### config.mk
export PLATFORM = sky130hd
export DESIGN_NAME = audio_peak_normalizer
export DESIGN_NICKNAME = d
export VERILOG_FILES = /design/src/sv/apn_pkg.sv /design/src/sv/apn_div.sv /design/src/sv/audio_peak_normalizer.sv
export SDC_FILE = /design/constraint.sdc
export NUM_CORES = 2
export LEC_CHECK = 0
export ABC_CLOCK_PERIOD_IN_PS = 16300
export BUFFER_PORTS_ARGS = -buffer_cell sky130_fd_sc_hd__buf_2
export CAP_MARGIN = 20
export CELL_PAD_IN_SITES_DETAIL_PLACEMENT = 1
export CELL_PAD_IN_SITES_GLOBAL_PLACEMENT = 2
export CORE_AREA = 2 2 310 312
export CTS_BUF_LIST = sky130_fd_sc_hd__clkbuf_8
export CTS_CLUSTER_SIZE = 12
export DETAILED_ROUTE_END_ITERATION = 16
export DIE_AREA = 0 0 312 314
export GPL_TIMING_DRIVEN = 0
export PLACE_DENSITY_LB_ADDON = 0.2
export SYNTH_ARGS = -nofsm -noshare
export SYNTH_HDL_FRONTEND = slang
export SYNTH_HIERARCHICAL = 1
export SYNTH_SLANG_ARGS = --single-unit
### constraint.sdc
create_clock -name clk -period 16.3 [get_ports clk]
set_input_delay 1.63 -clock clk [delete_from_list [all_inputs] [get_ports clk]]
set_output_delay 1.63 -clock clk [all_outputs]
set_load 0.005 [all_outputs]
### src/sv/apn_pkg.sv
// Shared constants, command codes and width helpers for the peak normalizer.
`default_nettype none
package apn_pkg;

  localparam int unsigned DataW = 64;
  localparam int unsigned ProdW = 2 * DataW;
  localparam int unsigned CntW  = $clog2(DataW);

  localparam logic [1:0] CMD_MEASURE = 2'd0;
  localparam logic [1:0] CMD_SCALE   = 2'd1;
  localparam logic [1:0] CMD_CLEAR   = 2'd2;

  localparam logic [1:0] MODE_W8  = 2'd0;
  localparam logic [1:0] MODE_W16 = 2'd1;
  localparam logic [1:0] MODE_W32 = 2'd2;
  localparam logic [1:0] MODE_W64 = 2'd3;
  localparam logic [1:0] MODE_RESET = MODE_W16;

  localparam logic [DataW-1:0] FULL_S8  = 64'h0000_0000_0000_007F;
  localparam logic [DataW-1:0] FULL_S16 = 64'h0000_0000_0000_7FFF;
  localparam logic [DataW-1:0] FULL_S32 = 64'h0000_0000_7FFF_FFFF;
  localparam logic [DataW-1:0] FULL_S64 = 64'h7FFF_FFFF_FFFF_FFFF;

  // Keep the low bits of the configured width and sign-extend them.
  function automatic logic [DataW-1:0] sext_by_mode(input logic [DataW-1:0] x,
                                                    input logic [1:0] mode);
    logic [DataW-1:0] r;
    case (mode)
      MODE_W8:  r = {{56{x[7]}}, x[7:0]};
      MODE_W16: r = {{48{x[15]}}, x[15:0]};
      MODE_W32: r = {{32{x[31]}}, x[31:0]};
      default:  r = x;
    endcase
    return r;
  endfunction

  function automatic logic [DataW-1:0] full_scale(input logic [1:0] mode);
    logic [DataW-1:0] r;
    case (mode)
      MODE_W8:  r = FULL_S8;
      MODE_W16: r = FULL_S16;
      MODE_W32: r = FULL_S32;
      default:  r = FULL_S64;
    endcase
    return r;
  endfunction

  // mag << (W-1); mag * full_scale is this minus mag.
  function automatic logic [ProdW-1:0] shift_fs(input logic [DataW-1:0] mag,
                                                input logic [1:0] mode);
    logic [ProdW-1:0] r;
    case (mode)
      MODE_W8:  r = {57'd0, mag, 7'd0};
      MODE_W16: r = {49'd0, mag, 15'd0};
      MODE_W32: r = {33'd0, mag, 31'd0};
      default:  r = {1'b0, mag, 63'd0};
    endcase
    return r;
  endfunction

endpackage
`default_nettype wire

### src/sv/apn_div.sv
// Bit-serial restoring divider: 128-by-64 quotient, one quotient bit per cycle.
`default_nettype none
module apn_div
  import apn_pkg::*;
(
  input  wire logic             clk,
  input  wire logic             rst_n,
  input  wire logic             start,
  input  wire logic [DataW-1:0] dividend_hi,
  input  wire logic [DataW-1:0] dividend_lo,
  input  wire logic [DataW-1:0] divisor,
  output logic                  done,
  output logic [DataW-1:0]      quotient
);

  logic             busy_r;
  logic             done_r;
  logic [CntW-1:0]  cnt_r;
  logic [DataW-1:0] rem_r;
  logic [DataW-1:0] dd_r;
  logic [DataW-1:0] q_r;

  logic             carry;
  logic [DataW-1:0] rem_sh;
  logic             take;

  assign carry  = rem_r[DataW-1];
  assign rem_sh = {rem_r[DataW-2:0], dd_r[DataW-1]};
  assign take   = carry || (rem_sh >= divisor);

  always_ff @(posedge clk) begin
    if (!rst_n) begin
      busy_r <= 1'b0;
      done_r <= 1'b0;
      cnt_r  <= '0;
    end else begin
      done_r <= 1'b0;
      if (start) begin
        busy_r <= 1'b1;
        cnt_r  <= '0;
      end else if (busy_r) begin
        cnt_r <= cnt_r + CntW'(1);
        if (cnt_r == CntW'(DataW - 1)) begin
          busy_r <= 1'b0;
          done_r <= 1'b1;
        end
      end
    end
  end

  always_ff @(posedge clk) begin
    if (start) begin
      rem_r <= dividend_hi;
      dd_r  <= dividend_lo;
      q_r   <= '0;
    end else if (busy_r) begin
      // shift in the next dividend bit, subtract when it fits
      rem_r <= take ? (rem_sh - divisor) : rem_sh;
      dd_r  <= {dd_r[DataW-2:0], 1'b0};
      q_r   <= {q_r[DataW-2:0], take};
    end
  end

  assign done     = done_r;
  assign quotient = q_r;

`ifndef NO_ASSERTIONS
  a_no_restart: assert property (@(posedge clk) disable iff (!rst_n)
    start |-> !busy_r)
    else $error("divider restarted while busy");
  a_done_idle: assert property (@(posedge clk) disable iff (!rst_n)
    done_r |-> !busy_r)
    else $error("divider done while still busy");
`endif

endmodule
`default_nettype wire

### src/sv/audio_peak_normalizer.sv
// Top level of the two-pass audio peak normalizer: control, peak store, output word.
// Usage:
//   Input channel (in_valid / in_stall) carries one word: command, sample and
//   end-of-block flag. A measure word raises the stored peak to |sample|, a clear
//   word zeroes it; neither gives an output word. A scale word gives one output
//   word: sample * full_scale / peak, truncated and saturated to the width set
//   in cfg_sample_width_mode, with out_clipped marking a saturated result.
//   With a zero peak the width-reduced sample passes unchanged.
// Sequence:
//   Measure passes through S_MEAS and back to idle; clear and unused commands
//   finish as the word is taken. A scale word runs product and range setup
//   (S_PLO, S_PHI, S_CHK), the divider at one quotient bit per step, quotient
//   capture (S_DIV), saturation (S_SAT) and output loading (S_FIN), which waits
//   for a free output register; a zero peak skips from S_PLO, and a quotient
//   that cannot fit from S_CHK, to S_FIN. in_stall is high until back in idle.
// Reset (rst_n low, synchronous): peak zero, width 16 bit, output empty.
// Output stall: the finished result waits in the output register; a new input
//   word may still be taken, and the next scale result holds until the
//   register frees up.
`default_nettype none
module audio_peak_normalizer
  import apn_pkg::*;
(
  input  wire logic                     clk,
  input  wire logic                     rst_n,
  input  wire logic                     in_valid,
  output logic                          in_stall,
  input  wire logic [1:0]               in_cmd,
  input  wire logic signed [DataW-1:0]  in_sample,
  input  wire logic                     in_end_of_block,
  output logic                          out_valid,
  input  wire logic                     out_stall,
  output logic signed [DataW-1:0]       out_scaled_sample,
  output logic                          out_block_end_out,
  output logic                          out_clipped,
  input  wire logic                     cfg_valid,
  output logic                          cfg_ready,
  input  wire logic [1:0]               cfg_sample_width_mode
);

  typedef enum logic [7:0] {
    S_IDLE = 8'b0000_0001,
    S_MEAS = 8'b0000_0010,
    S_PLO  = 8'b0000_0100,
    S_PHI  = 8'b0000_1000,
    S_CHK  = 8'b0001_0000,
    S_DIV  = 8'b0010_0000,
    S_SAT  = 8'b0100_0000,
    S_FIN  = 8'b1000_0000
  } state_t;

  state_t           state_r, state_nxt;
  logic [1:0]       wmode_r, wmode_nxt;
  logic [1:0]       mode_r, mode_nxt;
  logic [DataW-1:0] peak_r, peak_nxt;
  logic [DataW-1:0] s_r, s_nxt;
  logic [DataW-1:0] mag_r, mag_nxt;
  logic             neg_r, neg_nxt;
  logic             eob_r, eob_nxt;
  logic [DataW-1:0] lo_r, lo_nxt;
  logic [DataW-1:0] hi_r, hi_nxt;
  logic             borrow_r, borrow_nxt;
  logic [DataW-1:0] q_r, q_nxt;
  logic             clip_r, clip_nxt;
  logic             out_valid_r, out_valid_nxt;
  logic [DataW-1:0] out_data_r, out_data_nxt;
  logic             out_eob_r, out_eob_nxt;
  logic             out_clip_r, out_clip_nxt;

  logic             in_acc;
  logic             out_pop;
  logic [DataW-1:0] in_sext;
  logic [ProdW-1:0] shifted;
  logic [DataW:0]   lo_diff;
  logic [DataW-1:0] limit;
  logic             div_start;
  logic             div_done;
  logic [DataW-1:0] div_q;

  assign in_stall  = (state_r != S_IDLE);
  assign in_acc    = in_valid && (state_r == S_IDLE);
  assign out_pop   = out_valid_r && !out_stall;
  assign cfg_ready = (state_r == S_IDLE);
  assign in_sext   = sext_by_mode(in_sample, wmode_r);
  assign shifted   = shift_fs(mag_r, mode_r);
  assign lo_diff   = {1'b0, shifted[DataW-1:0]} - {1'b0, mag_r};
  assign limit     = full_scale(mode_r) + {{(DataW-1){1'b0}}, neg_r};

  apn_div u_div (
    .clk         (clk),
    .rst_n       (rst_n),
    .start       (div_start),
    .dividend_hi (hi_r),
    .dividend_lo (lo_r),
    .divisor     (peak_r),
    .done        (div_done),
    .quotient    (div_q)
  );

  always_comb begin
    state_nxt     = state_r;
    wmode_nxt     = wmode_r;
    mode_nxt      = mode_r;
    peak_nxt      = peak_r;
    s_nxt         = s_r;
    mag_nxt       = mag_r;
    neg_nxt       = neg_r;
    eob_nxt       = eob_r;
    lo_nxt        = lo_r;
    hi_nxt        = hi_r;
    borrow_nxt    = borrow_r;
    q_nxt         = q_r;
    clip_nxt      = clip_r;
    out_valid_nxt = out_valid_r && !out_pop;
    out_data_nxt  = out_data_r;
    out_eob_nxt   = out_eob_r;
    out_clip_nxt  = out_clip_r;
    div_start     = 1'b0;

    if (cfg_valid && cfg_ready) begin
      wmode_nxt = cfg_sample_width_mode;
    end

    case (state_r)
      S_IDLE: begin
        if (in_acc) begin
          mode_nxt = wmode_r;
          s_nxt    = in_sext;
          neg_nxt  = in_sext[DataW-1];
          mag_nxt  = in_sext[DataW-1] ? (~in_sext + DataW'(1)) : in_sext;
          eob_nxt  = in_end_of_block;
          case (in_cmd)
            CMD_MEASURE: state_nxt = S_MEAS;
            CMD_SCALE:   state_nxt = S_PLO;
            CMD_CLEAR:   peak_nxt  = '0;
            default:     state_nxt = S_IDLE;
          endcase
        end
      end
      S_MEAS: begin
        if (mag_r > peak_r) begin
          peak_nxt = mag_r;
        end
        state_nxt = S_IDLE;
      end
      S_PLO: begin
        if (peak_r == '0) begin
          // pass the sample through untouched
          q_nxt     = s_r;
          neg_nxt   = 1'b0;
          clip_nxt  = 1'b0;
          state_nxt = S_FIN;
        end else begin
          lo_nxt     = lo_diff[DataW-1:0];
          borrow_nxt = lo_diff[DataW];
          state_nxt  = S_PHI;
        end
      end
      S_PHI: begin
        hi_nxt    = shifted[ProdW-1:DataW] - {{(DataW-1){1'b0}}, borrow_r};
        state_nxt = S_CHK;
      end
      S_CHK: begin
        // quotient would overflow 64 bits: saturate without dividing
        if (hi_r >= peak_r) begin
          q_nxt     = limit;
          clip_nxt  = 1'b1;
          state_nxt = S_FIN;
        end else begin
          div_start = 1'b1;
          state_nxt = S_DIV;
        end
      end
      S_DIV: begin
        if (div_done) begin
          q_nxt     = div_q;
          state_nxt = S_SAT;
        end
      end
      S_SAT: begin
        if (q_r > limit) begin
          q_nxt    = limit;
          clip_nxt = 1'b1;
        end else begin
          clip_nxt = 1'b0;
        end
        state_nxt = S_FIN;
      end
      S_FIN: begin
        // hold until the output register is free
        if (!out_valid_r || out_pop) begin
          out_valid_nxt = 1'b1;
          out_data_nxt  = neg_r ? (~q_r + DataW'(1)) : q_r;
          out_eob_nxt   = eob_r;
          out_clip_nxt  = clip_r;
          state_nxt     = S_IDLE;
        end
      end
      default: state_nxt = S_IDLE;
    endcase
  end

  always_ff @(posedge clk) begin
    if (!rst_n) begin
      state_r     <= S_IDLE;
      wmode_r     <= MODE_RESET;
      peak_r      <= '0;
      out_valid_r <= 1'b0;
    end else begin
      state_r     <= state_nxt;
      wmode_r     <= wmode_nxt;
      peak_r      <= peak_nxt;
      out_valid_r <= out_valid_nxt;
    end
  end

  always_ff @(posedge clk) begin
    mode_r     <= mode_nxt;
    s_r        <= s_nxt;
    mag_r      <= mag_nxt;
    neg_r      <= neg_nxt;
    eob_r      <= eob_nxt;
    lo_r       <= lo_nxt;
    hi_r       <= hi_nxt;
    borrow_r   <= borrow_nxt;
    q_r        <= q_nxt;
    clip_r     <= clip_nxt;
    out_data_r <= out_data_nxt;
    out_eob_r  <= out_eob_nxt;
    out_clip_r <= out_clip_nxt;
  end

  assign out_valid         = out_valid_r;
  assign out_scaled_sample = $signed(out_data_r);
  assign out_block_end_out = out_eob_r;
  assign out_clipped       = out_clip_r;

`ifndef NO_ASSERTIONS
  a_state_onehot: assert property (@(posedge clk) disable iff (!rst_n)
    $onehot(state_r))
    else $error("state register not one-hot");
  a_div_start: assert property (@(posedge clk) disable iff (!rst_n)
    div_start |-> (peak_r != '0) && (hi_r < peak_r))
    else $error("divider started with a quotient that cannot fit");
  a_div_finish: assert property (@(posedge clk) disable iff (!rst_n)
    (state_r == S_DIV) && div_done |=> (state_r == S_SAT))
    else $error("divider result not taken");
  a_peak_hold: assert property (@(posedge clk) disable iff (!rst_n)
    (state_r == S_DIV) |=> $stable(peak_r))
    else $error("peak changed during a division");
`endif

endmodule
`default_nettype wire
# == After elaboration in Yosys (flattened, before gate mapping) ==
# Index checks and enable logic that the tools add are counted.
# totals
register_bits,667
elab_cells,133
inputBits,74
output_inout_bits,69
# classes
eq_ne,25
n_addsub,7
magnitude_cmp,4
n_reduce_logical,28
n_mux,40
bitwise_logic,5
# ops
cell,count
$mux W64,13
$pmux W127 S3,1
$pmux W64 S4,1
$pmux W64 S3,1
$pmux W63 S3,1
$add A64 B1 Y64 const B,2
$ge A64 B64 Y1,2
$gt A64 B64 Y1,2
$not A64 Y64,2
$pmux W64 S2,1
$sub A64 B64 Y65,1
$add A64 B1 Y64,1
$logic_not A64 Y1,1
$sub A64 B1 Y64,1
$sub A64 B64 Y64,1
$mux W63,1
$pmux W8 S7,1
$mux W8,5
$pmux W8 S3,1
$mux W1,12
$ne A2 B2 Y1 const B,6
$eq A8 B1 Y1 const B,1
$eq A8 B2 Y1 const B,1
$eq A8 B3 Y1 const B,1
27 further kinds,49

# == Depth between registers and ports, before layout ==
# logic_depth
depth_word,6
depth_mapped,24
depth_no_buf,19

# == Hierarchy ==
# The synthesis kept the hierarchy.
# by_module_without_submodules
mod,cells_per_inst,n_inst,area_each_um2,seq_area_each_um2
audio_peak_normalizer,3088,1,30359.1,13242.7
apn_div,1330,1,12737.2,5285.1

# == Worst setup path after synthesis ==
# No wires, ideal clock.
# synth_timing
path_type,reg-to-reg
start,register mode_r[0]
end,"register q_r[0], enable pin"
setup_ns,0.582
arrival_time_ns,8.829
synth_period_minus_slack_ns,9.410
path_buffers,8
path_slack_ns,6.890
path_stages_with_launch,21
t_required_ns,15.718
cell_sequence,edfxtp_1 ha_1 buf_2 clkbuf_1 clkbuf_1 clkbuf_1 clkbuf_1 clkbuf_1 clkbuf_1 clkbuf_1 or2_2 ha_1 xnor2_1 ha_1 nand4_1 or2_2 nor3_1 a211oi_1 o21ai_0 o21ai_0 a211oi_1
# synth_between
elab_chain_len,6
elab_cells_between_ends,8
classes_between,add/sub: 1; order compare: 1; eq/ne: 3; mux: 1; reduce/logical: 2
# synth_rtl
element,line_no,rtl
start: declaration,audio_peak_normalizer.sv:54,"logic [1:0] mode_r, mode_nxt;"
start signal: assignment,audio_peak_normalizer.sv:218,mode_r <= mode_nxt;
"$eq A2 B2 Y1, or another cell as far along",apn_pkg.sv:39,case (mode)
$pmux W63 S3 (*),apn_pkg.sv:39,
$add A64 B1 Y64 (*),audio_peak_normalizer.sv:87,"assign limit = full_scale(mode_r) + {{(DataW-1){1'b0}}, neg_r};"
$gt A64 B64 Y1 (*),audio_peak_normalizer.sv:181,if (q_r > limit) begin
$ne A2 B2 Y1 (no line) (*),n/a,
$reduce_and A5 Y1 (no line) (*),n/a,
end signal: assignment,audio_peak_normalizer.sv:226,q_r <= q_nxt;
end: declaration,audio_peak_normalizer.sv:63,"logic [DataW-1:0] q_r, q_nxt;"
# Every way passes the cells marked *; elsewhere a longest branch is shown, timed or not.
# A chain may end at the register's enable or synchronous reset.

# == Worst setup path after layout ==
# layout_timing
start,register mode_r[0]
end,"register q_r[58], enable pin"
# The elaborated chain is that of the path after synthesis.

==> flow_summary_export.csv <==
group,metric,value,unit
synth,mappedNetlistArea,43100,µm²
place,dp.cells,5845,
worst_setup_path,worstPathMaxFanout,21,
clock_network,htreeDepth,3,
timing,grt_setup_unrepaired,"no",
routing,vias,37369,
synth,synth-compound-area-share,17.3,%
floorplanning,boundaryPins,143,
synth,yosysSeqAreaShare,43.0,%
timing,min_period,8.85,ns
place,place.gp.congestion,0.980,
worst_setup_path,startpoint,"mode_r[0]",
timing,setup_viol,0,
clock_network,clkTransAtPathRegs,0.06,ns
clock_network,cts_resized,0,
synth,ys_ff_latch,666,
synth,synthCells,4418,
global_route,first_global_vias,37167,
synth,synth-edff-count,519,
synth,ys.warnings.count,6,
timing,skew,0.0487,ns
timing,hold_violations,0,
clock_network,cts_max_path_buffers,3,
timing,fmax,113,MHz
routing,routedWlPerCell,27.8,µm
routing,ant_nets,0,
synth,synth_flop_cell,"edfxtp_1",
synth,synth_fa_ha_area_share,9.51,%
clock_network,clock-sinks,666,
synth,synthDistinctLibCells,94,
floorplanning,rows,113,
routing,dr.pass1.iters,7,
synth,synth.avg_cell_area,9.75,µm²
timing,fin_tns_setup,0,ns
clock_network,cts_tree,"built",
finish,layout_common_cells,"edfxtp_1, nand2_1, nor2_1",
worst_setup_path,crit_path_end_kind,"register",
worst_setup_path,crit_type,"register to register",
worst_setup_path,rr_startpoint,"mode_r[0]",
floorplanning,dieHeight,314,µm
synth,synth-xor-area-share,5.59,%
finish,finalNetCount,5099,
finish,synthToLayoutAreaGrowth,11.8,%
job,maxCapViolCount,0,
worst_setup_path,crit_arrival,9.32,ns
worst_hold_path,worstHoldStart,"eob_r",
finish,instances_no_fill,6067,
global_route,grt_pass1_wl,247000,µm
place,io_buffers,142,
clock_network,clk_latency,0.80,ns
pwr,power_density,93.5,nW/µm²
global_route,track_usage,33.7,%
place,pre_cts_slack,7.71,ns
pwr,power.total,4.51,mW
routing,drtIter0Drc,3959,
clock_network,numCtsBuffers,115,
global_route,grt_max_degree,95,
clock_network,postCtsSetupRepairBufs,0,
timing,finalCritPeriodShare,54.3,%
outcome,status,"completed",
timing,drv_slew,0,
routing,via_per_inst,6.16,
floorplanning,die_w,312,µm
global_route,antenna_found_initial,11,
finish,layout_commonest_cell,"edfxtp_1",
floorplanning,core_area,94400,µm²
synth,synth-simple-area-share,14.0,%
place,hpwlAfterDp,133000,µm
routing,drc,0,
finish,final_core_util,51.0,%
floorplanning,start_util,45.6,%
timing,worst_slew_pin_slew,1.27,ns
worst_hold_path,hold_path.class,"register to register",
worst_setup_path,crit_path_start_kind,"register",
global_route,grt_overflow,0,
clock_network,postCtsHoldBufs,0,
timing,worst_slack,7.45,ns
pwr,ir_worst_vdd,0.0000706,V
synth,synth_fp_nets,4819,
synth,ys_async_sr_fraction,0,%
clock_network,cts_root_buf,"clkbuf_8",
pwr,leakagePower,18.6,nW
routing,routed_wl,168000,µm
synth,synth_top_family_by_area,"compound AO/OA/AOI/OAI gates",
synth,synth_mux_area_share,6.04,%
finish,drive_gt1_share,10.7,%
floorplanning,die-area,98000,µm²
timing,slew_headroom,15.3,%
worst_setup_path,required,16.77,ns
Yosys cell counts (all sizes together) (17+ instances only):
cell	instances	area share (%)
or2	17	0.25
edfxtp	519	36
and3	28	0.41
a22o	17	0.35
mux2	106	2.8
o21ai	214	2.5
nor3	71	0.85
a222oi	39	0.91
or4	18	0.31
a31oi	39	0.58
o41ai	21	0.44
o211ai	19	0.35
a211oi	23	0.42
a221o	82	1.9
o31ai	40	0.71
dfxtp	147	6.8
nand2b	40	0.58
nand4	87	1.3
and2	20	0.29
or3	23	0.33
nor2b	34	0.49
xor2	88	1.8
a21o	157	2.7
a21oi	334	3.9
xnor2	187	3.8
mux2i	141	3.3
nand2	429	3.8
nor2	372	3.2
o21bai	24	0.42
ha	326	9.5
nor3b	19	0.33
nand3	77	0.89
nor4	39	0.61
inv	262	2.3
buf	66	0.75
clkbuf	173	1.5
layout make-up:
| cell class | instances | area (µm²) |
|---|---|---|
| Tap cell | 1265 | 1580 |
| Antenna cell | 6 | 15.0 |
| Multi-Input combinational cell | 3250 | 22600 |
| Inverter | 263 | 992 |
| Clock inverter | 88 | 616 |
| Timing Repair Buffer | 163 | 1070 |
| Sequential cell | 666 | 18500 |
| Fill cell | 10853 | 46300 |
| Buffer | 239 | 973 |
| Clock buffer | 127 | 1750 |
cells by family after synthesis:
kind of cell,count (synthesis)
AOI/OAI and AO/OA,1109
xor gates and xnor gates,275
adders and majority gates,327
buffers and inverters,502
DFF,666
muxes,247
and+or+nand+nor,1292
final timing paths:
| kind | end | cells after the start | slack, ns |
|---|---|---|---|
| max | q_r[58] | 23 | 7.45 |
| min | out_block_end_out | 0 | 0.43 |
| max reg2reg | q_r[58] | 23 | 7.45 |
| min reg2reg | out_block_end_out | 0 | 0.43 |
metrics by stage:
stage                     hold slack (ns)  cell area [µm²]
after floorplan                     0.400            43100
after global placement              0.418            45400
after detailed placement            0.408            45800
after CTS                           0.435            48100
after global routing                0.456            48200
final                               0.431            48200
registers in the layout, indices dropped and copies added, names as in the netlist, 2 cells and up:
register and flops:
mode_r 2, s_r 64, u_div/cnt_r 6, u_div/rem_r 64, state_r 8, out_scaled_sample 64
u_div/quotient 64, u_div/dd_r 64, hi_r 64, q_r 64, wmode_r 2, mag_r 63
lo_r 64, peak_r 64
power breakdown:
part | total (mW) | leakage (nW) | switching (mW) | internal (mW)
Sequential | 2.02 | 5.95 | 0.106 | 1.91
Combinational | 0.890 | 11.3 | 0.579 | 0.311
Clock | 1.60 | 1.34 | 0.751 | 0.847
critical path, cell delays in order, from the launching register on:
cell	delay, ns
edfxtp_1	0.41
ha_1	0.17
buf_2	0.23
clkbuf_1	0.36
clkbuf_1	0.36
clkbuf_1	0.36
clkbuf_1	0.62
clkbuf_1	0.75
clkbuf_1	0.56
clkbuf_1	0.64
or2_2	0.28
ha_1	0.17
xnor2_1	0.12
ha_1	0.38
nand4_1	0.11
or2_2	0.35
nor3_1	0.37
a211oi_1	0.12
o21ai_0	0.40
o21ai_0	0.25
a211oi_4	0.75
buf_8	0.25
buf_8	0.21
buf_8	0.21
routing by layer:
metal | GRT usage (%) | up-vias | share of wire, %
li1 | - | 16910 | -
met1 | 48.4 | 18744 | 45
met2 | 52.0 | 1387 | 44
met3 | 4.90 | 326 | 7.0
met4 | 11.5 | 2 | 3.8
met5 | 0 | - | 0.0077
(Power assumes the default switching activity.)
